`config.mk`:
```
export PLATFORM = sky130hd
export DESIGN_NAME = dfs_maze_carver
export DESIGN_NICKNAME = d
export VERILOG_FILES = /design/src/design/dmc_pkg.sv /design/src/design/dmc_ctrl.sv /design/src/design/dmc_dp.sv /design/src/design/dfs_maze_carver.sv
export SDC_FILE = /design/constraint.sdc
export NUM_CORES = 2
export LEC_CHECK = 0
export BUFFER_PORTS_ARGS = -buffer_cell sky130_fd_sc_hd__buf_2
export CAP_MARGIN = 20
export CELL_PAD_IN_SITES_DETAIL_PLACEMENT = 1
export CELL_PAD_IN_SITES_GLOBAL_PLACEMENT = 2
export CORE_MARGIN = 4
export CORE_UTILIZATION = 40
export CTS_BUF_LIST = sky130_fd_sc_hd__clkbuf_4
export CTS_CLUSTER_DIAMETER = 120
export DETAILED_ROUTE_END_ITERATION = 6
export GPL_ROUTABILITY_DRIVEN = 0
export PLACE_DENSITY = 0.75
export RECOVER_POWER = 25
export SLEW_MARGIN = 20
export SYNTH_ARGS = -nofsm -noshare
export SYNTH_HDL_FRONTEND = slang
export SYNTH_SLANG_ARGS = --single-unit
export TNS_END_PERCENT = 50
```
`constraint.sdc`:
```
create_clock -name clk -period 38.4 [get_ports clk]
set_input_delay 11.52 -clock clk [delete_from_list [all_inputs] [get_ports clk]]
set_output_delay 11.52 -clock clk [all_outputs]
set_load 0.02 [all_outputs]
```
`src/design/dmc_pkg.sv`:
```
// Shared types, codes and helper functions for the depth-first maze carver.
`default_nettype none

package dmc_pkg;

  // action codes of an input word
  localparam logic [1:0] ACT_START = 2'd0;
  localparam logic [1:0] ACT_STEP  = 2'd1;
  localparam logic [1:0] ACT_READ  = 2'd2;

  // event codes of a result word
  localparam logic [2:0] EV_STARTED   = 3'd0;
  localparam logic [2:0] EV_CARVED    = 3'd1;
  localparam logic [2:0] EV_BACKTRACK = 3'd2;
  localparam logic [2:0] EV_FINISHED  = 3'd3;
  localparam logic [2:0] EV_READ      = 3'd4;

  // carve directions
  localparam logic [1:0] DIR_LEFT   = 2'd0;
  localparam logic [1:0] DIR_RIGHT  = 2'd1;
  localparam logic [1:0] DIR_TOP    = 2'd2;
  localparam logic [1:0] DIR_BOTTOM = 2'd3;

  // register index, taken from paddr[2]
  localparam logic REG_LFSR_SEED = 1'b0;

  localparam logic [15:0] LFSR_MASK = 16'hB400;

  typedef struct packed {
    logic [1:0] action;
    logic [3:0] cell_col;
    logic [3:0] cell_row;
  } in_word_t;

  typedef struct packed {
    logic [2:0] event_res;
    logic [3:0] out_col;
    logic [3:0] out_row;
    logic [1:0] carve_dir;
    logic       has_right_wall;
    logic       has_bottom_wall;
    logic       is_visited_out;
  } out_word_t;

  // commands from the controller to the datapath and output stage
  typedef struct packed {
    logic latch_in;
    logic sweep;
    logic start_fin;
    logic pop_load;
    logic nbr_step;
    logic backtrack;
    logic draw_step;
    logic carve;
    logic rd_issue;
    logic rd_cap;
    logic fin_res;
    logic emit;
  } ctl_t;

  // status from the datapath back to the controller
  typedef struct packed {
    logic stack_empty;
    logic sweep_last;
    logic nbr_last;
    logic mask_zero;
    logic draw_hit;
  } stat_t;

  // one Galois right shift of the direction LFSR
  function automatic logic [15:0] lfsr_step(input logic [15:0] s);
    logic [15:0] r;
    r = s >> 1;
    if (s[0]) r = r ^ LFSR_MASK;
    return r;
  endfunction

endpackage

`default_nettype wire

```
`src/design/dmc_ctrl.sv`:
```
// Sequencing state machine for the maze carver.
`default_nettype none

module dmc_ctrl (
  input  wire logic           clk,
  input  wire logic           rst,
  input  wire logic           cmd_valid,
  input  wire logic [1:0]     action,
  input  wire logic           out_free,
  input  wire dmc_pkg::stat_t stat,
  output logic                cmd_stall,
  output dmc_pkg::ctl_t       ctl
);

  typedef enum logic [3:0] {
    S_INIT,
    S_IDLE,
    S_CLR,
    S_SEED,
    S_STEP,
    S_NBR,
    S_DECIDE,
    S_DRAW,
    S_CARVE,
    S_RD,
    S_RDCAP,
    S_DONE
  } state_t;

  state_t state;
  state_t state_next;

  always_comb begin
    ctl        = '0;
    state_next = state;
    unique case (state)
      S_INIT: begin
        ctl.sweep = 1'b1;
        if (stat.sweep_last) state_next = S_IDLE;
      end
      S_IDLE: begin
        if (cmd_valid) begin
          ctl.latch_in = 1'b1;
          unique case (action)
            dmc_pkg::ACT_START: state_next = S_CLR;
            dmc_pkg::ACT_STEP:  state_next = S_STEP;
            dmc_pkg::ACT_READ:  state_next = S_RD;
            default:            state_next = S_IDLE;  // drop unused action
          endcase
        end
      end
      S_CLR: begin
        ctl.sweep = 1'b1;
        if (stat.sweep_last) state_next = S_SEED;
      end
      S_SEED: begin
        ctl.start_fin = 1'b1;
        state_next    = S_DONE;
      end
      S_STEP: begin
        if (stat.stack_empty) begin
          ctl.fin_res = 1'b1;
          state_next  = S_DONE;
        end else begin
          ctl.pop_load = 1'b1;
          state_next   = S_NBR;
        end
      end
      S_NBR: begin
        ctl.nbr_step = 1'b1;
        if (stat.nbr_last) state_next = S_DECIDE;
      end
      S_DECIDE: begin
        if (stat.mask_zero) begin
          ctl.backtrack = 1'b1;
          state_next    = S_DONE;
        end else begin
          state_next = S_DRAW;
        end
      end
      S_DRAW: begin
        ctl.draw_step = 1'b1;
        if (stat.draw_hit) state_next = S_CARVE;
      end
      S_CARVE: begin
        ctl.carve  = 1'b1;
        state_next = S_DONE;
      end
      S_RD: begin
        ctl.rd_issue = 1'b1;
        state_next   = S_RDCAP;
      end
      S_RDCAP: begin
        ctl.rd_cap = 1'b1;
        state_next = S_DONE;
      end
      S_DONE: begin
        if (out_free) begin
          ctl.emit   = 1'b1;
          state_next = S_IDLE;
        end
      end
    endcase
  end

  assign cmd_stall = (state != S_IDLE);

  always_ff @(posedge clk) begin
    if (rst) begin
      state <= S_INIT;
    end else begin
      state <= state_next;
    end
  end

endmodule

`default_nettype wire

```
`src/design/dmc_dp.sv`:
```
// Grid and stack memories, direction LFSR and result building for the maze carver.
`default_nettype none

module dmc_dp #(
  parameter int COLS        = 16,
  parameter int ROWS        = 16,
  parameter int STACK_DEPTH = 256
) (
  input  wire logic               clk,
  input  wire logic               rst,
  input  wire dmc_pkg::ctl_t      ctl,
  input  wire dmc_pkg::in_word_t  cmd_word,
  input  wire logic [15:0]        seed,
  output dmc_pkg::stat_t          stat,
  output dmc_pkg::out_word_t      res
);

  localparam int CW     = $clog2(COLS);
  localparam int RW     = $clog2(ROWS);
  localparam int GAW    = CW + RW;
  localparam int GDEPTH = 1 << GAW;
  localparam int SAW    = $clog2(STACK_DEPTH);
  localparam int CNTW   = $clog2(STACK_DEPTH + 1);

  function automatic logic [CW-1:0] step_col(input logic [CW-1:0] c, input logic [1:0] d);
    logic [CW-1:0] r;
    r = c;
    if (d == dmc_pkg::DIR_LEFT) r = c - CW'(1);
    else if (d == dmc_pkg::DIR_RIGHT) r = c + CW'(1);
    return r;
  endfunction

  function automatic logic [RW-1:0] step_row(input logic [RW-1:0] rr, input logic [1:0] d);
    logic [RW-1:0] r;
    r = rr;
    if (d == dmc_pkg::DIR_TOP) r = rr - RW'(1);
    else if (d == dmc_pkg::DIR_BOTTOM) r = rr + RW'(1);
    return r;
  endfunction

  // cell storage, addressed by {row, col}
  logic vis_mem [GDEPTH];
  logic rw_mem  [GDEPTH];
  logic bw_mem  [GDEPTH];
  logic [GAW-1:0] stk_mem [STACK_DEPTH];

  dmc_pkg::in_word_t  item;
  dmc_pkg::out_word_t res_next;
  logic [GAW-1:0]     sweep;
  logic [CW-1:0]      cur_col;
  logic [RW-1:0]      cur_row;
  logic [2:0]         nbr_k;
  logic [3:0]         mask;
  logic [15:0]        draw_cnt;
  logic [1:0]         sel_dir;
  logic [15:0]        lfsr;
  logic [CNTW-1:0]    count;

  logic           vis_q, rw_q, bw_q;
  logic [GAW-1:0] stk_q;

  logic [CW-1:0]   item_col, probe_col, car_col;
  logic [RW-1:0]   item_row, probe_row, car_row;
  logic            in_grid;
  logic [3:0]      inb;
  logic [1:0]      k_prev;
  logic [GAW-1:0]  raddr;
  logic [CNTW-1:0] top_cnt;
  logic [SAW-1:0]  top_addr;
  logic            full;
  logic [15:0]     lfsr2;
  logic [1:0]      draw_dir, first_dir;
  logic            hit;

  logic           vis_we, rw_we, bw_we, stk_we;
  logic [GAW-1:0] vis_waddr, rw_waddr, bw_waddr, stk_wdata;
  logic [SAW-1:0] stk_waddr;
  logic           vis_wdata;

  assign item_col = CW'(item.cell_col);
  assign item_row = RW'(item.cell_row);
  assign in_grid  = (32'(item.cell_col) < 32'(COLS)) && (32'(item.cell_row) < 32'(ROWS));

  assign inb[0] = (cur_col != '0);
  assign inb[1] = (cur_col != CW'(COLS - 1));
  assign inb[2] = (cur_row != '0);
  assign inb[3] = (cur_row != RW'(ROWS - 1));

  assign probe_col = step_col(cur_col, nbr_k[1:0]);
  assign probe_row = step_row(cur_row, nbr_k[1:0]);
  assign k_prev    = nbr_k[1:0] - 2'd1;
  assign car_col   = step_col(cur_col, sel_dir);
  assign car_row   = step_row(cur_row, sel_dir);

  assign raddr    = ctl.rd_issue ? {item_row, item_col} : {probe_row, probe_col};
  assign top_cnt  = count - CNTW'(1);
  assign top_addr = top_cnt[SAW-1:0];
  assign full     = (count == CNTW'(STACK_DEPTH));

  assign lfsr2    = dmc_pkg::lfsr_step(dmc_pkg::lfsr_step(lfsr));
  assign draw_dir = lfsr2[1:0];
  assign hit      = mask[draw_dir];

  always_comb begin
    priority if (mask[0]) first_dir = dmc_pkg::DIR_LEFT;
    else if (mask[1])     first_dir = dmc_pkg::DIR_RIGHT;
    else if (mask[2])     first_dir = dmc_pkg::DIR_TOP;
    else                  first_dir = dmc_pkg::DIR_BOTTOM;
  end

  // write port selection; a sweep restores unvisited with both walls up
  always_comb begin
    vis_we    = ctl.sweep || (ctl.start_fin && in_grid) || ctl.carve;
    vis_wdata = !ctl.sweep;
    priority if (ctl.sweep) vis_waddr = sweep;
    else if (ctl.start_fin) vis_waddr = {item_row, item_col};
    else                    vis_waddr = {car_row, car_col};

    rw_we = ctl.sweep || (ctl.carve &&
            (sel_dir == dmc_pkg::DIR_LEFT || sel_dir == dmc_pkg::DIR_RIGHT));
    priority if (ctl.sweep)                  rw_waddr = sweep;
    else if (sel_dir == dmc_pkg::DIR_LEFT)   rw_waddr = {car_row, car_col};
    else                                     rw_waddr = {cur_row, cur_col};

    bw_we = ctl.sweep || (ctl.carve &&
            (sel_dir == dmc_pkg::DIR_TOP || sel_dir == dmc_pkg::DIR_BOTTOM));
    priority if (ctl.sweep)                  bw_waddr = sweep;
    else if (sel_dir == dmc_pkg::DIR_TOP)    bw_waddr = {car_row, car_col};
    else                                     bw_waddr = {cur_row, cur_col};

    stk_we    = (ctl.start_fin && in_grid) || (ctl.carve && !full);
    stk_waddr = ctl.start_fin ? '0 : count[SAW-1:0];
    stk_wdata = ctl.start_fin ? {item_row, item_col} : {car_row, car_col};
  end

  always_ff @(posedge clk) begin
    if (vis_we) vis_mem[vis_waddr] <= vis_wdata;
    vis_q <= vis_mem[raddr];
  end

  always_ff @(posedge clk) begin
    if (rw_we) rw_mem[rw_waddr] <= ctl.sweep;
    rw_q <= rw_mem[raddr];
  end

  always_ff @(posedge clk) begin
    if (bw_we) bw_mem[bw_waddr] <= ctl.sweep;
    bw_q <= bw_mem[raddr];
  end

  always_ff @(posedge clk) begin
    if (stk_we) stk_mem[stk_waddr] <= stk_wdata;
    stk_q <= stk_mem[top_addr];
  end

  always_comb begin
    res_next = res;
    priority if (ctl.start_fin) begin
      res_next           = '0;
      res_next.event_res = dmc_pkg::EV_STARTED;
      res_next.out_col   = item.cell_col;
      res_next.out_row   = item.cell_row;
    end else if (ctl.fin_res) begin
      res_next           = '0;
      res_next.event_res = dmc_pkg::EV_FINISHED;
    end else if (ctl.backtrack) begin
      res_next           = '0;
      res_next.event_res = dmc_pkg::EV_BACKTRACK;
      res_next.out_col   = 4'(cur_col);
      res_next.out_row   = 4'(cur_row);
    end else if (ctl.carve) begin
      res_next           = '0;
      res_next.event_res = dmc_pkg::EV_CARVED;
      res_next.out_col   = 4'(car_col);
      res_next.out_row   = 4'(car_row);
      res_next.carve_dir = sel_dir;
    end else if (ctl.rd_cap) begin
      res_next                 = '0;
      res_next.event_res       = dmc_pkg::EV_READ;
      res_next.out_col         = item.cell_col;
      res_next.out_row         = item.cell_row;
      res_next.has_right_wall  = in_grid && rw_q;
      res_next.has_bottom_wall = in_grid && bw_q;
      res_next.is_visited_out  = in_grid && vis_q;
    end else begin
      res_next = res;
    end
  end

  always_ff @(posedge clk) begin
    if (rst) begin
      sweep <= '0;
      count <= '0;
      lfsr  <= 16'd1;
      nbr_k <= '0;
    end else begin
      if (ctl.sweep) sweep <= sweep + GAW'(1);
      if (ctl.start_fin) begin
        count <= in_grid ? CNTW'(1) : '0;
        lfsr  <= (seed == '0) ? 16'd1 : seed;
      end else if (ctl.backtrack) begin
        count <= count - CNTW'(1);
      end else if (ctl.carve && !full) begin
        count <= count + CNTW'(1);
      end else if (ctl.draw_step) begin
        lfsr <= lfsr2;
      end
      if (ctl.pop_load) nbr_k <= '0;
      else if (ctl.nbr_step) nbr_k <= nbr_k + 3'd1;
    end
  end

  always_ff @(posedge clk) begin
    if (ctl.latch_in) item <= cmd_word;
    if (ctl.pop_load) begin
      cur_col  <= stk_q[CW-1:0];
      cur_row  <= stk_q[GAW-1:CW];
      mask     <= '0;
      draw_cnt <= '0;
    end else begin
      // capture the visited bit of the neighbor probed last cycle
      if (ctl.nbr_step && nbr_k != 3'd0) mask[k_prev] <= inb[k_prev] && !vis_q;
      if (ctl.draw_step) begin
        draw_cnt <= draw_cnt + 16'd1;
        sel_dir  <= hit ? draw_dir : first_dir;
      end
    end
    res <= res_next;
  end

  assign stat.stack_empty = (count == '0);
  assign stat.sweep_last  = &sweep;
  assign stat.nbr_last    = (nbr_k == 3'd4);
  assign stat.mask_zero   = (mask == '0);
  // give up on the draw after the full LFSR period and take the first open side
  assign stat.draw_hit    = hit || (&draw_cnt);

endmodule

`default_nettype wire

```
`src/design/dfs_maze_carver.sv`:
```
// Top level of the depth-first maze carver: config register, output register, glue.
`default_nettype none

// Randomized depth-first maze carver over a COLS by ROWS grid, one item in flight
// at a time. After reset the block sweeps its cell memories once before the first
// word is accepted. A start repeats that sweep. A step reads the top of the stack,
// then probes the four neighbors through the single read port of the grid memory,
// and either backtracks or draws from the LFSR until it hits an open side and
// carves; a step on an empty stack finishes. A finished result sits in an output
// register, so the next word is accepted while it waits. lfsr_seed at byte
// address 0 is read only by the next start.
module dfs_maze_carver #(
  parameter int COLS        = 16,
  parameter int ROWS        = 16,
  parameter int STACK_DEPTH = 256
) (
  input  wire logic               clk,
  input  wire logic               rst,
  input  wire logic               cmd_valid,
  output logic                    cmd_stall,
  input  wire dmc_pkg::in_word_t  cmd_word,
  output logic                    res_valid,
  input  wire logic               res_stall,
  output dmc_pkg::out_word_t      res_word,
  input  wire logic               psel,
  input  wire logic               penable,
  input  wire logic               pwrite,
  input  wire logic [2:0]         paddr,
  input  wire logic [31:0]        pwdata,
  output logic [31:0]             prdata,
  output logic                    pready
);

  dmc_pkg::ctl_t      ctl;
  dmc_pkg::stat_t     stat;
  dmc_pkg::out_word_t dp_res;
  logic [15:0]        seed;
  logic               out_free;

  assign pready   = 1'b1;
  assign prdata   = (paddr[2] == dmc_pkg::REG_LFSR_SEED) ? 32'(seed) : '0;
  assign out_free = !res_valid || !res_stall;

  always_ff @(posedge clk) begin
    if (rst) begin
      seed <= 16'd1;
    end else if (psel && penable && pwrite && pready &&
                 paddr[2] == dmc_pkg::REG_LFSR_SEED) begin
      seed <= pwdata[15:0];
    end
  end

  // output register: load on emit, drop once taken
  always_ff @(posedge clk) begin
    if (rst) begin
      res_valid <= 1'b0;
    end else if (ctl.emit) begin
      res_valid <= 1'b1;
    end else if (!res_stall) begin
      res_valid <= 1'b0;
    end
  end

  always_ff @(posedge clk) begin
    if (ctl.emit) res_word <= dp_res;
  end

  dmc_ctrl u_ctrl (
    .clk       (clk),
    .rst       (rst),
    .cmd_valid (cmd_valid),
    .action    (cmd_word.action),
    .out_free  (out_free),
    .stat      (stat),
    .cmd_stall (cmd_stall),
    .ctl       (ctl)
  );

  dmc_dp #(
    .COLS        (COLS),
    .ROWS        (ROWS),
    .STACK_DEPTH (STACK_DEPTH)
  ) u_dp (
    .clk      (clk),
    .rst      (rst),
    .ctl      (ctl),
    .cmd_word (cmd_word),
    .seed     (seed),
    .stat     (stat),
    .res      (dp_res)
  );

`ifndef SYNTHESIS
  a_emit_no_overwrite: assert property (@(posedge clk) disable iff (rst)
    ctl.emit |-> (!res_valid || !res_stall))
    else $error("result loaded over a word still waiting");

  a_idle_after_emit: assert property (@(posedge clk) disable iff (rst)
    $rose(res_valid) |-> !cmd_stall)
    else $error("controller not idle after handing over a result");

  a_flags_only_on_read: assert property (@(posedge clk) disable iff (rst)
    (res_valid && res_word.event_res != dmc_pkg::EV_READ) |->
      (!res_word.has_right_wall && !res_word.has_bottom_wall && !res_word.is_visited_out))
    else $error("cell flags set on a non-read result");

  a_finished_zero: assert property (@(posedge clk) disable iff (rst)
    (res_valid && res_word.event_res == dmc_pkg::EV_FINISHED) |->
      (res_word.out_col == '0 && res_word.out_row == '0 && res_word.carve_dir == '0))
    else $error("finished result carries a cell");
`endif

endmodule

`default_nettype wire

```
# Yosys cells after proc, flatten, opt, wreduce, memory -nomap -nowiden

Memory sizes are Yosys's and may differ from the RTL's. A register that Yosys moved wholly into a read port is not among the register bits.
Index checks and enable logic that the tools add are counted.

Bits in registers: 127
RAM bits: 2,816
Bits of input ports: 52
Output and inout bits: 51
Logic and storage cells: 214
Memories kept: 4

Add/subtract/negate cells: 10
Magnitude comparators: 3
Eq/ne operators: 33
Multiplexer cells: 80
Bitwise logic cells: 4
Reduce and logical (&&, ||, !) cells: 50

Memory list:

| memory       | depth | width | rd ports | clocked after Yosys merged registers in | write ports | RTL line     | RTL |
|---|---|---|---|---|---|---|---|
| u_dp.stk_mem | 256   | 8     | 1        | 1                                       | 1           | dmc_dp.sv:45 | `logic [GAW-1:0] stk_mem [STACK_DEPTH];` |
| u_dp.bw_mem  | 256   | 1     | 1        | 1                                       | 1           | dmc_dp.sv:44 | `logic bw_mem [GDEPTH];` |
| u_dp.rw_mem  | 256   | 1     | 1        | 1                                       | 1           | dmc_dp.sv:43 | `logic rw_mem [GDEPTH];` |
| u_dp.vis_mem | 256   | 1     | 1        | 1                                       | 1           | dmc_dp.sv:42 | `logic vis_mem [GDEPTH];` |

Operator list:

| kind                    | count |
|---|---|
| $mux W16                | 8 |
| $mux W4                 | 16 |
| $mux W8                 | 8 |
| $mux W15                | 4 |
| $pmux W4 S10            | 1 |
| $mux W1                 | 32 |
| $mux W9                 | 2 |
| $add A16 B1 Y16 const B | 1 |
| $eq A4 B3 Y1 const B    | 4 |
| $eq A4 B4 Y1 const B    | 4 |
| $logic_not A16 Y1       | 1 |
| $reduce_and A16 Y1      | 1 |
| $mux W13                | 1 |
| $ne A2 B2 Y1 const B    | 6 |
| $pmux W4 S3             | 1 |
| $reduce_bool A4 Y1      | 3 |
| $eq A2 B2 Y1 const B    | 5 |
| $add A9 B1 Y9 const B   | 1 |
| $eq A9 B9 Y1 const B    | 1 |
| $logic_and A1 B1 Y1     | 9 |
| $logic_not A9 Y1        | 1 |
| $logic_or A1 B1 Y1      | 9 |
| $sub A9 B1 Y9 const B   | 1 |
| $add A4 B1 Y4 const B   | 2 |
| 32 further kinds        | 58 |

# Longest topological paths before layout

Depth in word-level cells: 9
Gate-level depth with buffers: 14
Depth with buffers taken out: 11

# Modules after synthesis

Synthesis repeated with hierarchy kept, for this count alone.

Cells, all modules: 7,291
Area total of the unflattened synthesis: 121,001.0 µm²

By module, submodules not included:

| module          | instances | cells each | area each (µm²) | sequential area each (µm²) |
|---|---|---|---|---|
| dmc_dp          | 1         | 7,082      | 118,944.1       | 86,843.3 |
| dfs_maze_carver | 1         | 126        | 1,495.2         | 820.8 |
| dmc_ctrl        | 1         | 83         | 561.8           | 80.1 |

# Worst setup path after synthesis

No wires, ideal clock.

Path kind: input -> output
Start point: input paddr[2]
End point: output prdata[10]
Data arrival time: 12,033 ps
Data required time: 26,880 ps
Slack: 14,847 ps
Cell stages on the path: 2
Buffers on the path: 1
Path through: clkbuf_1 nor2b_1

Longest elaborated chain between the ends: 1

Ends and longest elaborated chain:

| what            | RTL line              | RTL |
|---|---|---|
| start, declared | dfs_maze_carver.sv:28 | `input wire logic [2:0] paddr,` |
| $mux W16        | dfs_maze_carver.sv:41 | `assign prdata = (paddr[2] == dmc_pkg::REG_LFSR_SEED) ? 32'(seed) : '0;` |
| end, declared   | dfs_maze_carver.sv:30 | `output logic [31:0] prdata,` |

No other way between the ends.

# Worst setup path after layout

Start point: input paddr[2]
End point: output prdata[5]

Same word-level chain as after synthesis.

==> run_results.csv <==
group,metric,value,unit
status,status,"finished with violations",
status,violations,"capacitance limit, slew limit",
synth,synth_area_leaders,"edfxtp_1 72%, mux4_2 17%, nor2_1 3.6%",
die,ios,103,
clock_tree,clock_latency,1.37,ns
detailed_routing,drcViolationCount,0,
die,start_util,0.403,
flow_run,max_cap_viol_count,20,
placed_design,io_buffers,67,
finish,finish.instance_area,0.133,mm²
detailed_routing,avgRoutedWirePerCell,27.6,µm
detailed_routing,drt_iter0_drc,6157,
placed_design,hpwl,179000,µm
global_route,grt_pass1_vias,67100,
synth,ys_warn_count,0,
synth,yosysMostFrequentCell,"edfxtp_1",
die,die_y,553,µm
synth,synth_cell_types,66,
pwr,pwr_density_cell,65.6,mW/mm²
clock_tree,cts_setup_buffers,0,
setup_path,critical-path-top-delay-family,"buffers and inverters",
detailed_routing,routed_via_density,5.60,
pwr,ir_worst_vdd,0.0659,mV
clock_tree,cts_tree,"done",
die,die_w,553,µm
timing,fmax,0.0424,GHz
detailed_routing,dr.pass1.iters,5,
synth,synth_flop_cell,"edfxtp_1",
setup_path,path_cells,"buf_2 -> nor2b_1 -> buf_2",
synth,ys_seq_area_frac,0.738,
setup_path,crit_arrival,12.05,ns
synth,synth_top_area_frac,0.722,
detailed_routing,vias,63000,
detailed_routing,drt_wl_total,311000,µm
clock_tree,cts_inserted_buffers,732,
global_route,grt_pass1_wl,457000,µm
setup_path,max_stage_delay,0.19,ns
detailed_routing,ant_nets,0,
clock_tree,htreeDepth,6,
timing,final.min_clock_period,23.57,ns
placed_design,postPlaceCellArea,0.124,mm²
finish,nets,6882,
clock_tree,path_clk_slew,0.07,ns
finish,fill_cells,28300,
pwr,leakagePower,40.1,nW
clock_tree,cts_resized,0,
synth,synth_common_cells,"2,858 x edfxtp_1, 1,146 x nor2_1, 873 x mux4_2, 315 x clkbuf_1, 280 x nand2_1",
timing,finalSetupViolations,0,
setup_path,path_max_fanout,18,
die,dieArea,0.306,mm²
setup_path,crit_type,"in -> out",
setup_path,crit_path_top_delay_cell,"buf_2",
global_route,grt_overflow,0,
timing,hold_viol,0,
timing,worstMarginPinSlew,8.74,ns
timing,finalSetupTns,0,ns
hold_path,hp-class,"reg -> reg",
setup_path,cp.required,26.88,ns
timing,skew,0.0996,ns
synth,yosysTopAreaCell,"edfxtp_1",
setup_path,crit_buf_inv,2,
timing,drv_slew,1771,
synth,synth_edf_count,2858,
synth,postSynthCellCount,6320,
synth,synth_seq_cells,2954,
clock_tree,postCtsHoldBufs,0,
synth,synth-async-reset-ratio,0,
die,num_rows,199,
setup_path,cp-end-kind,"output pin",
die,core-area,0.295,mm²
synth,netlist_area,0.119,mm²
global_route,grt_max_degree,194,
setup_path,cp-start-kind,"input port",
timing,slew_headroom,-4.82,
global_route,antenna_found_initial,18,
timing,rsz0062_at_grt,"no",
synth,syn-mean-instance-area,18.8,µm²
clock_tree,root_buffer,"clkbuf_4",
clock_tree,cts.sinks,2954,
clock_tree,cts_buffer_depth,4,
timing,finalCritPeriodShare,0.614,
finish,layout-drive-gt1-share,0.298,
finish,syn2layout_area_growth,11.6,%
global_route,grt_use_total,0.200,
setup_path,path_common_cell,"buf_2",
==> stage by stage <==
step                      hold WS (ns)  utilization  power (W)  instances  setup WS [ns]
after floorplan                  0.386            -    0.00542       6335          14.85
after global placement           0.390        0.419    0.00604       9992          14.84
after detailed placement         0.391        0.420    0.00610       9995          14.81
after CTS                        0.407        0.450    0.00871      11200          14.81
after global routing             0.419        0.450    0.00907      11200          14.77
final                            0.404        0.450    0.00869      11300          14.83
==> final timing paths <==
path	start	end	slack (ns)	cells after the start
max	paddr[2]	prdata[5]	14.83	3
min	u_dp.stk_q[7]$_DFF_P_	u_dp.cur_row[3]$_DFFE_PP_	0.40	0
max reg2reg	u_dp.count[0]$_SDFFE_PP0P_	u_dp.stk_mem[198][4]$_DFFE_PP_	25.86	5
min reg2reg	u_dp.stk_q[7]$_DFF_P_	u_dp.cur_row[3]$_DFFE_PP_	0.40	0
==> layout by cell type, fill, tap and decap left out, types with 65 or more instances in the layout <==
cell type	instances
a21oi_1	81
a22oi_1	110
buf_2	67
buf_4	65
clkbuf_4	1059
clkinv_1	123
dfxtp_1	96
edfxtp_1	2858
mux4_2	873
nand2_1	270
nor2_1	1146
==> layer usage <==
metal / vias up / part of all wire / track usage
li1: 26600 / - / -
met1: 33700 / 0.41 / 0.268
met2: 2234 / 0.50 / 0.329
met3: 492 / 0.063 / 0.0411
met4: 6 / 0.026 / 0.0625
met5: - / 0.00011 / 0
==> power by group <==
part | switching [W] | internal [W] | total, W
Clock | 0.00127 | 0.00134 | 0.00261
Sequential | 0.0000406 | 0.00394 | 0.00398
Combinational | 0.00138 | 0.000727 | 0.00211
==> worst register-to-register path, stage by stage (launching register included) <==
cell      delay, ns
dfxtp_1        1.91
clkbuf_1       5.59
nor2_1         1.40
nand2_2        0.30
clkbuf_1       1.98
nor2_1         0.85
==> kinds of logic (layout without fill, tap and decap cells) <==
kind of cell	after synthesis	count (layout)	share of synthesized area
adder cells (fa/ha/maj)	16	16	0.00168
XOR/XNOR	59	59	0.00435
flip-flops	2954	2954	0.738
buffers and inverters	450	1437	0.0154
AO/OA/AOI/OAI	322	322	0.0180
multiplexers	892	892	0.167
other	2	29	0.0000632
AND/OR/NAND/NOR	1625	1625	0.0555
==> state kept, by name (all words and copies together), names as in the netlist, 2 cells and up <==
signal,count
u_dp.bw_mem,256
u_ctrl.state,4
u_dp.count,9
u_dp.item_row,4
u_dp.res,16
u_dp.nbr_k,3
res_word,16
u_dp.cur_col,4
seed,16
u_dp.draw_cnt,16
u_dp.cur_row,4
u_dp.rw_mem,256
u_dp.stk_q,8
u_dp.stk_mem,2048
u_dp.sel_dir,2
u_dp.vis_mem,256
u_dp.sweep,8
u_dp.mask,4
u_dp.item_col,4
u_dp.lfsr,16
==> cell type report <==
cell class              count  area, µm²  area share
diodes                     12       30.0    0.000226
clock buffers            1059       7950      0.0599
clock inverters           183       1130     0.00854
inverters                  20       78.8    0.000594
multi-input cells        2931      29600       0.223
flip-flops and latches   2954      87700       0.662
well taps                3919       4900      0.0370
repair buffers            175       1170     0.00882
No activity file was read; power rests on OpenSTA's default activity.
